## src/fwbrl_pkg.sv

```systemverilog
`timescale 1ns / 1ps
`default_nettype none
// ----------------------------------------------------------------------------
// fwbrl_pkg: shared types and constants
// Field widths, window constants and the sequencer state type of the
// fixed-window byte rate limiter.
// ----------------------------------------------------------------------------
package fwbrl_pkg;

    localparam int BYTE_W  = 16;
    localparam int LIMIT_W = 16;
    localparam int WORD_W  = 32;
    localparam int AGE_W   = 11;
    localparam int CNT_W   = 5;
    localparam int KB_SH   = 10;

    localparam logic [AGE_W-1:0] WINDOW_MS = AGE_W'(1000);
    localparam logic [AGE_W-1:0] AGE_MAX   = {AGE_W{1'b1}};
    localparam logic [CNT_W-1:0] DIV_LAST  = CNT_W'(WORD_W - 1);

    localparam logic REQ_TICK   = 1'b0;
    localparam logic REQ_REPORT = 1'b1;

    typedef enum logic [1:0] {
        ST_IDLE,
        ST_DIV,
        ST_FIN
    } fwbrl_state_t;

endpackage
`default_nettype wire

```

## src/fwbrl_req_if.sv

```systemverilog
`timescale 1ns / 1ps
`default_nettype none
// ----------------------------------------------------------------------------
// fwbrl_req_if: request channel
// Valid/ready channel carrying ticks and byte-count reports.
// ----------------------------------------------------------------------------
interface fwbrl_req_if;
    import fwbrl_pkg::*;

    logic              valid;
    logic              ready;
    logic              req_type;
    logic [BYTE_W-1:0] byte_count;

    modport source (output valid, output req_type, output byte_count, input ready);
    modport sink   (input valid, input req_type, input byte_count, output ready);
endinterface
`default_nettype wire

```

## src/fwbrl_rsp_if.sv

```systemverilog
`timescale 1ns / 1ps
`default_nettype none
// ----------------------------------------------------------------------------
// fwbrl_rsp_if: result channel
// Valid/ready channel carrying one result per request.
// ----------------------------------------------------------------------------
interface fwbrl_rsp_if;
    import fwbrl_pkg::*;

    logic              valid;
    logic              ready;
    logic              pause_needed;
    logic [WORD_W-1:0] pause_ms;
    logic [WORD_W-1:0] window_total;

    modport source (output valid, output pause_needed, output pause_ms,
                    output window_total, input ready);
    modport sink   (input valid, input pause_needed, input pause_ms,
                    input window_total, output ready);
endinterface
`default_nettype wire

```

## src/fixed_window_byte_rate_limiter_unit.sv

```systemverilog
`timescale 1ns / 1ps
`default_nettype none
// ----------------------------------------------------------------------------
// fixed_window_byte_rate_limiter_unit: fixed-window byte rate limiter
// Counts reported bytes per window and issues a pause when the window
// total goes over limit_kb_per_s * 1024 bytes.
//
// Usage:
//   req carries ticks (req_type 0) and byte reports (req_type 1); rsp
//   returns one result per request transfer. cfg_we/cfg_wdata write the
//   limit in KB/s; write only while idle. Zero disables limiting.
//   Ticks and reports that stay under the limit produce their result in the
//   cycle after the transfer. A report that goes over the limit runs a
//   radix-2 restoring divide of the excess by the limit on one shared
//   subtractor in ST_DIV, then the final saturating add in ST_FIN, before
//   its result is registered.
//   req.ready is low while the divide runs and while a result is held
//   that the receiver has not taken.
//   A stalled receiver holds the result register; nothing is dropped.
//   Reset clears the limit, window age, window total and pause countdown.
// ----------------------------------------------------------------------------
module fixed_window_byte_rate_limiter_unit (
    input  wire                           clk,
    input  wire                           rst_n,
    input  wire                           cfg_we,
    input  wire [fwbrl_pkg::LIMIT_W-1:0]  cfg_wdata,
    fwbrl_req_if.sink                     req,
    fwbrl_rsp_if.source                   rsp
);
    import fwbrl_pkg::*;

    fwbrl_state_t        state_reg, state_next;
    logic [LIMIT_W-1:0]  limit_reg;
    logic [AGE_W-1:0]    age_reg, age_next;
    logic [WORD_W-1:0]   bytes_reg, bytes_next;
    logic [WORD_W-1:0]   pause_left_reg, pause_left_next;
    logic [WORD_W-1:0]   quo_reg, quo_next;
    logic [LIMIT_W-1:0]  rem_reg, rem_next;
    logic [AGE_W-1:0]    base_reg, base_next;
    logic [CNT_W-1:0]    cnt_reg, cnt_next;
    logic                out_valid_reg, out_valid_next;
    logic                need_reg, need_next;
    logic [WORD_W-1:0]   pause_ms_reg, pause_ms_next;
    logic [WORD_W-1:0]   total_reg, total_next;

    logic                accept;
    logic [WORD_W:0]     sum;
    logic [WORD_W-1:0]   total_sat;
    logic [WORD_W-1:0]   cap;
    logic [WORD_W-1:0]   bytes_ext;
    logic                over;
    logic [LIMIT_W:0]    shifted;
    logic [LIMIT_W:0]    diff;
    logic                qbit;
    logic [WORD_W:0]     psum;
    logic [WORD_W-1:0]   pause_sat;

    assign req.ready        = (state_reg == ST_IDLE) && (!out_valid_reg || rsp.ready);
    assign accept           = req.valid && req.ready;
    assign rsp.valid        = out_valid_reg;
    assign rsp.pause_needed = need_reg;
    assign rsp.pause_ms     = pause_ms_reg;
    assign rsp.window_total = total_reg;

    assign bytes_ext = {{(WORD_W-BYTE_W){1'b0}}, req.byte_count};
    assign sum       = {1'b0, bytes_reg} + {1'b0, bytes_ext};
    assign total_sat = sum[WORD_W] ? {WORD_W{1'b1}} : sum[WORD_W-1:0];
    assign cap       = {{(WORD_W-LIMIT_W-KB_SH){1'b0}}, limit_reg, {KB_SH{1'b0}}};
    assign over      = (limit_reg != '0) && (total_sat > cap);

    // one restoring divide step
    assign shifted = {rem_reg, quo_reg[WORD_W-1]};
    assign diff    = shifted - {1'b0, limit_reg};
    assign qbit    = (shifted >= {1'b0, limit_reg});

    assign psum      = {1'b0, quo_reg} + {{(WORD_W+1-AGE_W){1'b0}}, base_reg};
    assign pause_sat = psum[WORD_W] ? {WORD_W{1'b1}} : psum[WORD_W-1:0];

    always_comb
    begin
        state_next      = state_reg;
        age_next        = age_reg;
        bytes_next      = bytes_reg;
        pause_left_next = pause_left_reg;
        quo_next        = quo_reg;
        rem_next        = rem_reg;
        base_next       = base_reg;
        cnt_next        = cnt_reg;
        out_valid_next  = out_valid_reg;
        need_next       = need_reg;
        pause_ms_next   = pause_ms_reg;
        total_next      = total_reg;

        if (out_valid_reg && rsp.ready)
        begin
            out_valid_next = 1'b0;
        end

        unique case (state_reg)
            ST_IDLE:
            begin
                if (accept)
                begin
                    need_next     = 1'b0;
                    pause_ms_next = '0;
                    if (req.req_type == REQ_TICK)
                    begin
                        out_valid_next = 1'b1;
                        total_next     = bytes_reg;
                        if (pause_left_reg != '0)
                        begin
                            pause_left_next = pause_left_reg - WORD_W'(1);
                            age_next        = '0;
                        end
                        else if (age_reg != AGE_MAX)
                        begin
                            age_next = age_reg + AGE_W'(1);
                        end
                    end
                    else if (age_reg > WINDOW_MS)
                    begin
                        out_valid_next = 1'b1;
                        age_next       = '0;
                        bytes_next     = bytes_ext;
                        total_next     = bytes_ext;
                    end
                    else if (over)
                    begin
                        base_next  = WINDOW_MS - age_reg;
                        quo_next   = total_sat - cap;
                        rem_next   = '0;
                        cnt_next   = '0;
                        age_next   = '0;
                        bytes_next = bytes_ext;
                        total_next = bytes_ext;
                        state_next = ST_DIV;
                    end
                    else
                    begin
                        out_valid_next = 1'b1;
                        bytes_next     = total_sat;
                        total_next     = total_sat;
                    end
                end
            end
            ST_DIV:
            begin
                rem_next = qbit ? diff[LIMIT_W-1:0] : shifted[LIMIT_W-1:0];
                quo_next = {quo_reg[WORD_W-2:0], qbit};
                cnt_next = cnt_reg + CNT_W'(1);
                if (cnt_reg == DIV_LAST)
                begin
                    state_next = ST_FIN;
                end
            end
            ST_FIN:
            begin
                pause_left_next = pause_sat;
                pause_ms_next   = pause_sat;
                need_next       = 1'b1;
                out_valid_next  = 1'b1;
                state_next      = ST_IDLE;
            end
            default:
            begin
                state_next = ST_IDLE;
            end
        endcase
    end

    always_ff @(posedge clk or negedge rst_n)
    begin
        if (!rst_n)
        begin
            state_reg <= ST_IDLE;
        end
        else
        begin
            state_reg <= state_next;
        end
    end

    always_ff @(posedge clk or negedge rst_n)
    begin
        if (!rst_n)
        begin
            limit_reg      <= '0;
            age_reg        <= '0;
            bytes_reg      <= '0;
            pause_left_reg <= '0;
            cnt_reg        <= '0;
            out_valid_reg  <= 1'b0;
        end
        else
        begin
            if (cfg_we)
            begin
                limit_reg <= cfg_wdata;
            end
            age_reg        <= age_next;
            bytes_reg      <= bytes_next;
            pause_left_reg <= pause_left_next;
            cnt_reg        <= cnt_next;
            out_valid_reg  <= out_valid_next;
        end
    end

    always_ff @(posedge clk)
    begin
        quo_reg      <= quo_next;
        rem_reg      <= rem_next;
        base_reg     <= base_next;
        need_reg     <= need_next;
        pause_ms_reg <= pause_ms_next;
        total_reg    <= total_next;
    end

`ifndef NO_ASSERTIONS
    a_div_no_result: assert property (@(posedge clk) disable iff (!rst_n)
        (state_reg != ST_IDLE) |-> !out_valid_reg)
        else $error("result pending while divide runs");

    a_tick_result: assert property (@(posedge clk) disable iff (!rst_n)
        (accept && (req.req_type == REQ_TICK)) |=> (out_valid_reg && !need_reg))
        else $error("tick did not produce a plain result");

    a_pause_age: assert property (@(posedge clk) disable iff (!rst_n)
        (pause_left_reg != '0) |-> (age_reg == '0))
        else $error("window aging during pause");

    a_rem_bound: assert property (@(posedge clk) disable iff (!rst_n)
        (state_reg == ST_DIV) |-> (rem_reg < limit_reg))
        else $error("divide remainder out of range");
`endif

endmodule
`default_nettype wire

```

## src/flat_wrapper.sv

```systemverilog
// flat-port wrapper written by rule: the top's interface ports become plain ports
module fixed_window_byte_rate_limiter_unit_flat import fwbrl_pkg::*;
  (clk, rst_n, cfg_we, cfg_wdata, req_valid, req_req_type, req_byte_count, req_ready, rsp_valid, rsp_pause_needed, rsp_pause_ms, rsp_window_total, rsp_ready);
  fwbrl_req_if req_i ();
  fwbrl_rsp_if rsp_i ();
  input  wire clk;
  input  wire rst_n;
  input  wire cfg_we;
  input  wire [fwbrl_pkg::LIMIT_W-1:0] cfg_wdata;
  input wire logic [$bits(req_i.valid)-1:0] req_valid;
  input wire logic [$bits(req_i.req_type)-1:0] req_req_type;
  input wire logic [$bits(req_i.byte_count)-1:0] req_byte_count;
  output wire logic [$bits(req_i.ready)-1:0] req_ready;
  output wire logic [$bits(rsp_i.valid)-1:0] rsp_valid;
  output wire logic [$bits(rsp_i.pause_needed)-1:0] rsp_pause_needed;
  output wire logic [$bits(rsp_i.pause_ms)-1:0] rsp_pause_ms;
  output wire logic [$bits(rsp_i.window_total)-1:0] rsp_window_total;
  input wire logic [$bits(rsp_i.ready)-1:0] rsp_ready;
  assign req_i.valid = req_valid;
  assign req_i.req_type = req_req_type;
  assign req_i.byte_count = req_byte_count;
  assign req_ready = req_i.ready;
  assign rsp_valid = rsp_i.valid;
  assign rsp_pause_needed = rsp_i.pause_needed;
  assign rsp_pause_ms = rsp_i.pause_ms;
  assign rsp_window_total = rsp_i.window_total;
  assign rsp_i.ready = rsp_ready;
  fixed_window_byte_rate_limiter_unit u_core (.clk(clk), .rst_n(rst_n), .cfg_we(cfg_we), .cfg_wdata(cfg_wdata), .req(req_i), .rsp(rsp_i));
endmodule
```

## config.mk

```make
export PLATFORM = sky130hd
export DESIGN_NAME = fixed_window_byte_rate_limiter_unit_flat
export DESIGN_NICKNAME = d
export VERILOG_FILES = /design/src/fwbrl_pkg.sv /design/src/fwbrl_req_if.sv /design/src/fwbrl_rsp_if.sv /design/src/fixed_window_byte_rate_limiter_unit.sv /design/src/flat_wrapper.sv
export SDC_FILE = /design/constraint.sdc
export NUM_CORES = 1
export LEC_CHECK = 0
export BUFFER_PORTS_ARGS = -buffer_cell sky130_fd_sc_hd__buf_4
export CAP_MARGIN = 15
export CORE_AREA = 5 5 208 210
export DETAILED_ROUTE_END_ITERATION = 8
export DIE_AREA = 0 0 213 215
export SYNTH_ARGS = -nofsm -noshare
export SYNTH_HDL_FRONTEND = slang
export SYNTH_SLANG_ARGS = --single-unit
```

## constraint.sdc

```tcl
create_clock -name clk -period 15.9 [get_ports clk]
set_clock_uncertainty 0.1 [all_clocks]
set_input_delay 0 -clock clk [delete_from_list [all_inputs] [get_ports clk]]
set_output_delay 0 -clock clk [all_outputs]
set_load 0.03 [all_outputs]
```

; ---- Word level (Yosys, flattened, before mapping)
; Index checks and enable logic that the tools add are counted.
[totals]
regBits = 223
inputBits = 38
out_inout_bits = 67
elab_cells = 102
[op_classes]
addsub = 8
order_cmp = 3
eq_ne = 12
muxes = 46
bitwise = 1
reduce_logical = 19
[ops]
columns = cell, n
row1 = $mux 32, 13
row2 = $pmux 32 s2, 3
row3 = $mux 16, 5
row4 = $mux 11, 5
row5 = $add 32x11->33, 1
row6 = $add 32x16->33, 1
row7 = $gt 32x26->1, 1
row8 = $pmux 16 s2, 1
row9 = $reduce_bool 32->1, 1
row10 = $sub 32x1->32 const B, 1
row11 = $sub 32x26->32, 1
row12 = $mux 5, 4
row13 = $ge 17x16->1, 1
row14 = $reduce_bool 16->1, 1
row15 = $sub 16x16->16, 1
row16 = $reduce_and 5->1, 3
row17 = $add 11x1->11 const B, 1
row18 = $gt 11x10->1 const B, 1
row19 = $ne 11x11->1 const B, 1
row20 = $sub 10x11->11 const A, 1
row21 = $mux 2, 5
row22 = $pmux 5 s2, 1
row23 = $ne 2x2->1 const B, 4
row24 = $reduce_and 4->1, 2
row25 = other kinds (17), 30

; ---- Longest topological paths before layout
[depth]
ltp_word = 9
depth_mapped = 26
depth_no_buf = 23

; ---- Worst setup path before layout
; OpenSTA, ideal clock, no wires.
[synth_timing]
path_type = reg-to-reg
start = register u_core.bytes_reg[0]
end = register u_core.quo_reg[0], enable pin
setup_time_ns = 0.384
arrival_time_ns = 5.558
required_time_ns = 15.416
setup_slack_ns = 9.858
path_stages_with_launch = 25
path_buffers = 1
synth_period_minus_slack_ns = 6.042
cell_sequence = dfrtp_1 > ha_1 > inv_1 > fa_1 > nand2b_1 > a21oi_1 > o21ai_1 > a21bo_2 > nand2b_1 > and3_1 > clkbuf_1 > nor2_1 > ha_1 > inv_1 > fa_1 > a211oi_1 > o21bai_1 > a21oi_1 > o21ai_0 > a31oi_1 > a31o_2 > o211ai_1 > o41ai_4 > nor3_2 > or2_2
[synth_between]
elab_chain_len = 6
[synth_rtl]
columns = item, line
row1 = from (decl), fixed_window_byte_rate_limiter_unit.sv:35  ; logic [WORD_W-1:0] bytes_reg, bytes_next;
row2 = from (signal assigned), fixed_window_byte_rate_limiter_unit.sv:201  ; bytes_reg <= bytes_next;
row3 = $add 32x16->33, fixed_window_byte_rate_limiter_unit.sv:66  ; assign sum = {1'b0, bytes_reg} + {1'b0, bytes_ext};
row4 = $mux 32, fixed_window_byte_rate_limiter_unit.sv:67  ; assign total_sat = sum[WORD_W] ? {WORD_W{1'b1}} : sum[WORD_W-1:0];
row5 = $gt 32x26->1, fixed_window_byte_rate_limiter_unit.sv:69  ; assign over = (limit_reg != '0) && (total_sat > cap);
row6 = $logic_and 1x1->1, fixed_window_byte_rate_limiter_unit.sv:69
row7 = $ne 2x1->1 (no source line), n/a
row8 = $reduce_and 5->1 (no source line), n/a
row9 = to (signal assigned), fixed_window_byte_rate_limiter_unit.sv:210  ; quo_reg <= quo_next;
row10 = to (decl), fixed_window_byte_rate_limiter_unit.sv:37  ; logic [WORD_W-1:0] quo_reg, quo_next;
; Every way passes these cells.
; A chain may end at the register's enable or synchronous reset.

; ---- Final worst setup path
[layout_timing]
start = register u_core.bytes_reg[0]
end = register u_core.bytes_reg[6]
[layout_between]
elab_chain_len = 7
[layout_rtl]
columns = item, line
row1 = $add 32x16->33 *, fixed_window_byte_rate_limiter_unit.sv:66
row2 = $mux 32 *, fixed_window_byte_rate_limiter_unit.sv:67
row3 = $gt 32x26->1, fixed_window_byte_rate_limiter_unit.sv:69
row4 = $logic_and 1x1->1, fixed_window_byte_rate_limiter_unit.sv:69
row5 = $mux 32 *, fixed_window_byte_rate_limiter_unit.sv:127  ; else if (over)
row6 = $mux 32 *, fixed_window_byte_rate_limiter_unit.sv:120  ; else if (age_reg > WINDOW_MS)
row7 = $mux 32 *, fixed_window_byte_rate_limiter_unit.sv:106  ; if (req.req_type == REQ_TICK)
; Every way passes the cells marked *; elsewhere a longest branch is shown, timed or not.

==> impl_metrics.toml <==
[drt]
detail_route.wirelength_um = 39000
final_routed_wire_length_divided_by_cell_count_um = 17.9
post_route_drc = 0
detailroute.wirelength.met3_um = 2040
met2_length_um = 17400
detailroute.via_count = 11644
via_per_inst = 5.36
routed.top_layer = "met4"
ant_nets = 0
dr.pass1.iters = 5
route.layer.met1.wl_um = 18400
iteration_0_drc_markers = 836

[clock_tree]
numCtsBuffers = 28
clk_root_buffer_cell = "sky130_fd_sc_hd__clkbuf_16"
tritoncts_clock_tree = "yes"
path_clk_slew_ns = 0.06
cts.path.max_buffers = 3
post-cts-setup-buffers = 0
later_pin_clock_latency_in_the_skew_report_ns = 0.56
clock-sinks = 223
number_of_h_tree_levels = 1

[synthesis]
synth_enable_flop_cells = 124
synth-warning-count = 0
post_synth_inst_count = 1456
mappedNetlistNets = 1562
number_of_distinct_library_cells_after_synthesis = 81
sequential_element_share_of_the_synthesized_area = 0.450
ys.flop_type = "sky130_fd_sc_hd__edfxtp_1"
async_flop_share = 0.444
post_synth_instance_area_um2 = 13800
avgSynthCellArea_um2 = 9.47
postSynthRegisterBits = 223

[cells_and_area]
antenna-diode-count = 0
area_delta_synth_final_pct = 22.6
sequential_cell_area_um2 = 6200
num-fill-cells = 4026
layout-drive-gt1-share = 0.126
finalNonFillerCells = 2174
nNetsFinal = 1719
area_occupied_by_multi_input_gates_um2 = 7090

[job]
count_of_max_cap_constraint_violations = 0

[outcome]
status = "completed"

[die]
io_pins = 105
rows = 75
die-area_um2 = 45800
die_width_um = 213
starting_density_of_the_core = 0.333
placeableCoreArea_um2 = 41400
floorplan.die.height_um = 215

[critical_path]
cp_data_required_time_ns = 16.24
timing.critical_path.fanout_max = 26
timing.critical_path.from_type = "flop"
critPathKind = "reg2reg"
end_kind = "flop"
worst-endpoint-arrival_ns = 7.13

[power]
total_switching_power_mw = 0.977
peak_supply_drop_mv = 0.0873
power-per-cell-area_nw_per_um2 = 153
leak_pwr_nw = 7.06
internal_power_mw = 1.61
pwr-share-clk = 0.271
p_comb_frac = 0.407
netSwitchingFraction = 0.377
sequential_cell_fraction_of_total_power = 0.322

[placement]
dp.cells = 2045
io_buf_count = 104
gp_routability_congestion = 0.910
dp_hpwl_um = 27900

[timing]
achievable-frequency_ghz = 0.147
timing_hold_violations_final = 0
grt_setup_unrepaired = "no"
setup_viol_count_final = 0
timing_worst_slew_pin_value_ns = 1.06
report.final.slew_viol_count = 0
timing.setup.tns_ns = 0
finalWorstPathRequiredPeriod_ns = 6.80
finalCritPeriodShare = 0.427
slew-limit-headroom = 0.294

[grt]
grt_antenna_before_repair = 0
via_count_of_the_first_global_routing_pass = 11085
grt_max_degree = 65
grt_use_total = 0.165
gr-total-overflow = 0
grt_pass1_wl_um = 62000

[min_path]
hold_path_class = "in2reg"
==> power groups by stage <==
| stage | clock (mW) | sequential, mW | combinational [mW] |
|---|---|---|---|
| 2_1_floorplan | 0 | 0.886 | 0.672 |
| 3_3_place_gp | 0 | 0.841 | 1.00 |
| 3_5_place_dp | 0 | 0.842 | 1.01 |
| 4_1_cts | 0.716 | 0.834 | 1.05 |
| 5_1_grt | 0.736 | 0.845 | 1.17 |
| 6_report | 0.701 | 0.834 | 1.05 |
==> critical path: stages, from the launching register on <==
cell	delay, ns
sky130_fd_sc_hd__dfrtp_1	0.37
sky130_fd_sc_hd__ha_1	0.19
sky130_fd_sc_hd__inv_1	0.06
sky130_fd_sc_hd__fa_1	0.39
sky130_fd_sc_hd__nand2b_1	0.18
sky130_fd_sc_hd__a21oi_1	0.30
sky130_fd_sc_hd__o21ai_1	0.22
sky130_fd_sc_hd__a21oi_4	0.29
sky130_fd_sc_hd__nor2b_1	0.32
sky130_fd_sc_hd__nor2b_1	0.18
sky130_fd_sc_hd__nand4_1	0.10
sky130_fd_sc_hd__a22o_1	0.30
sky130_fd_sc_hd__ha_1	0.41
sky130_fd_sc_hd__nand2_1	0.08
sky130_fd_sc_hd__nor4_1	0.30
sky130_fd_sc_hd__o2111ai_1	0.17
sky130_fd_sc_hd__a311o_1	0.30
sky130_fd_sc_hd__nor4_1	0.21
sky130_fd_sc_hd__a31o_2	0.19
sky130_fd_sc_hd__o211ai_1	0.15
sky130_fd_sc_hd__o41a_1	0.73
sky130_fd_sc_hd__o21ai_0	0.42
sky130_fd_sc_hd__o31ai_1	0.12
sky130_fd_sc_hd__dlygate4sd3_1	0.56
==> Yosys cell counts (all sizes together), types with 28 or more instances <==
cell type,count,area share
a21o,28,0.015
a21oi,127,0.047
clkbuf,54,0.015
dfrtp,99,0.18
edfxtp,124,0.27
ha,64,0.058
inv,61,0.017
nand2,147,0.040
nand3,44,0.016
nor2,128,0.035
nor3,34,0.014
o21ai,97,0.035
xnor2,56,0.036
xor2,41,0.026
==> metal layers <==
layer / track usage / up-vias
met3: 0.0236 / 67
met1: 0.242 / 5605
met4: 0.0463 / 0
met5: 0 / -
met2: 0.256 / 332
li1: - / 5640
==> stage by stage <==
step | worst slack, ns | total power [mW] | hold WS [ns] | utilization | area, um^2
6_report | 9.10 | 2.59 | 0.281 | 0.408 | 16900
5_1_grt | 8.63 | 2.75 | 0.279 | 0.408 | 16900
4_1_cts | 8.61 | 2.60 | 0.241 | 0.408 | 16900
3_5_place_dp | 8.65 | 1.85 | -0.0304 | 0.364 | 15100
3_3_place_gp | 8.85 | 1.84 | -0.0325 | 0.364 | 15100
2_1_floorplan | 9.86 | 1.56 | -0.396 | - | 13800
==> final cells by class <==
cell class	count	area share
Clock buffer	39	0.0469
Clock inverter	13	0.0134
Inverter	62	0.0138
Multi-Input combinational cell	1103	0.419
Sequential cell	223	0.367
Tap cell	539	0.0399
Timing Repair Buffer	195	0.0997
==> placed cells by master, fill, tap and decap left out, types with 20 or more instances in the layout <==
| cell type | Yosys | layout |
|---|---|---|
| sky130_fd_sc_hd__xor2_1 | 41 | 41 |
| sky130_fd_sc_hd__dfrtp_1 | 99 | 99 |
| sky130_fd_sc_hd__buf_4 | 5 | 118 |
| sky130_fd_sc_hd__a21o_1 | 28 | 28 |
| sky130_fd_sc_hd__inv_1 | 61 | 61 |
| sky130_fd_sc_hd__dlygate4sd3_1 | 0 | 74 |
| sky130_fd_sc_hd__xnor2_1 | 56 | 56 |
| sky130_fd_sc_hd__edfxtp_1 | 124 | 124 |
| sky130_fd_sc_hd__a31oi_1 | 24 | 24 |
| sky130_fd_sc_hd__a21oi_1 | 125 | 125 |
| sky130_fd_sc_hd__o21ai_0 | 94 | 94 |
| sky130_fd_sc_hd__ha_1 | 64 | 64 |
| sky130_fd_sc_hd__nand3_1 | 44 | 44 |
| sky130_fd_sc_hd__nand4_1 | 24 | 24 |
| sky130_fd_sc_hd__nor2_1 | 125 | 125 |
| sky130_fd_sc_hd__a22o_1 | 23 | 23 |
| sky130_fd_sc_hd__nor3_1 | 30 | 30 |
| sky130_fd_sc_hd__clkbuf_16 | 0 | 29 |
| sky130_fd_sc_hd__and3_1 | 24 | 24 |
| sky130_fd_sc_hd__nand2_1 | 146 | 146 |
| sky130_fd_sc_hd__o31ai_1 | 20 | 20 |
==> logic make-up after synthesis <==
family | synth area share
multiplexers | 0.0143
AND/OR/NAND/NOR | 0.179
AO/OA/AOI/OAI | 0.194
adder cells (fa/ha/maj) | 0.0639
buffers and inverters | 0.0377
flip-flops | 0.450
XOR/XNOR | 0.0616
==> timing repair <==
action	in CTS	in global routing
endpoints found under the hold margin	95	0
resized for setup	0	0
hold buffers	75	0
==> path summary, 6_finish.rpt <==
check                               startpoint                   endpoint  slack [ns]  cells after the start
setup / recovery           u_core.bytes_reg[0]        u_core.bytes_reg[6]        9.10                     23
hold / removal                          cfg_we       u_core.limit_reg[15]        0.28                      3
setup reg to reg           u_core.bytes_reg[0]        u_core.bytes_reg[6]        9.10                     23
hold reg to reg            u_core.bytes_reg[7]        u_core.bytes_reg[7]        0.42                      2
max in group asynchronous                rst_n  u_core.pause_left_reg[18]       14.43                      4
min in group asynchronous                rst_n       u_core.limit_reg[15]        0.48                      4
Power figures use the tool's default switching activity.
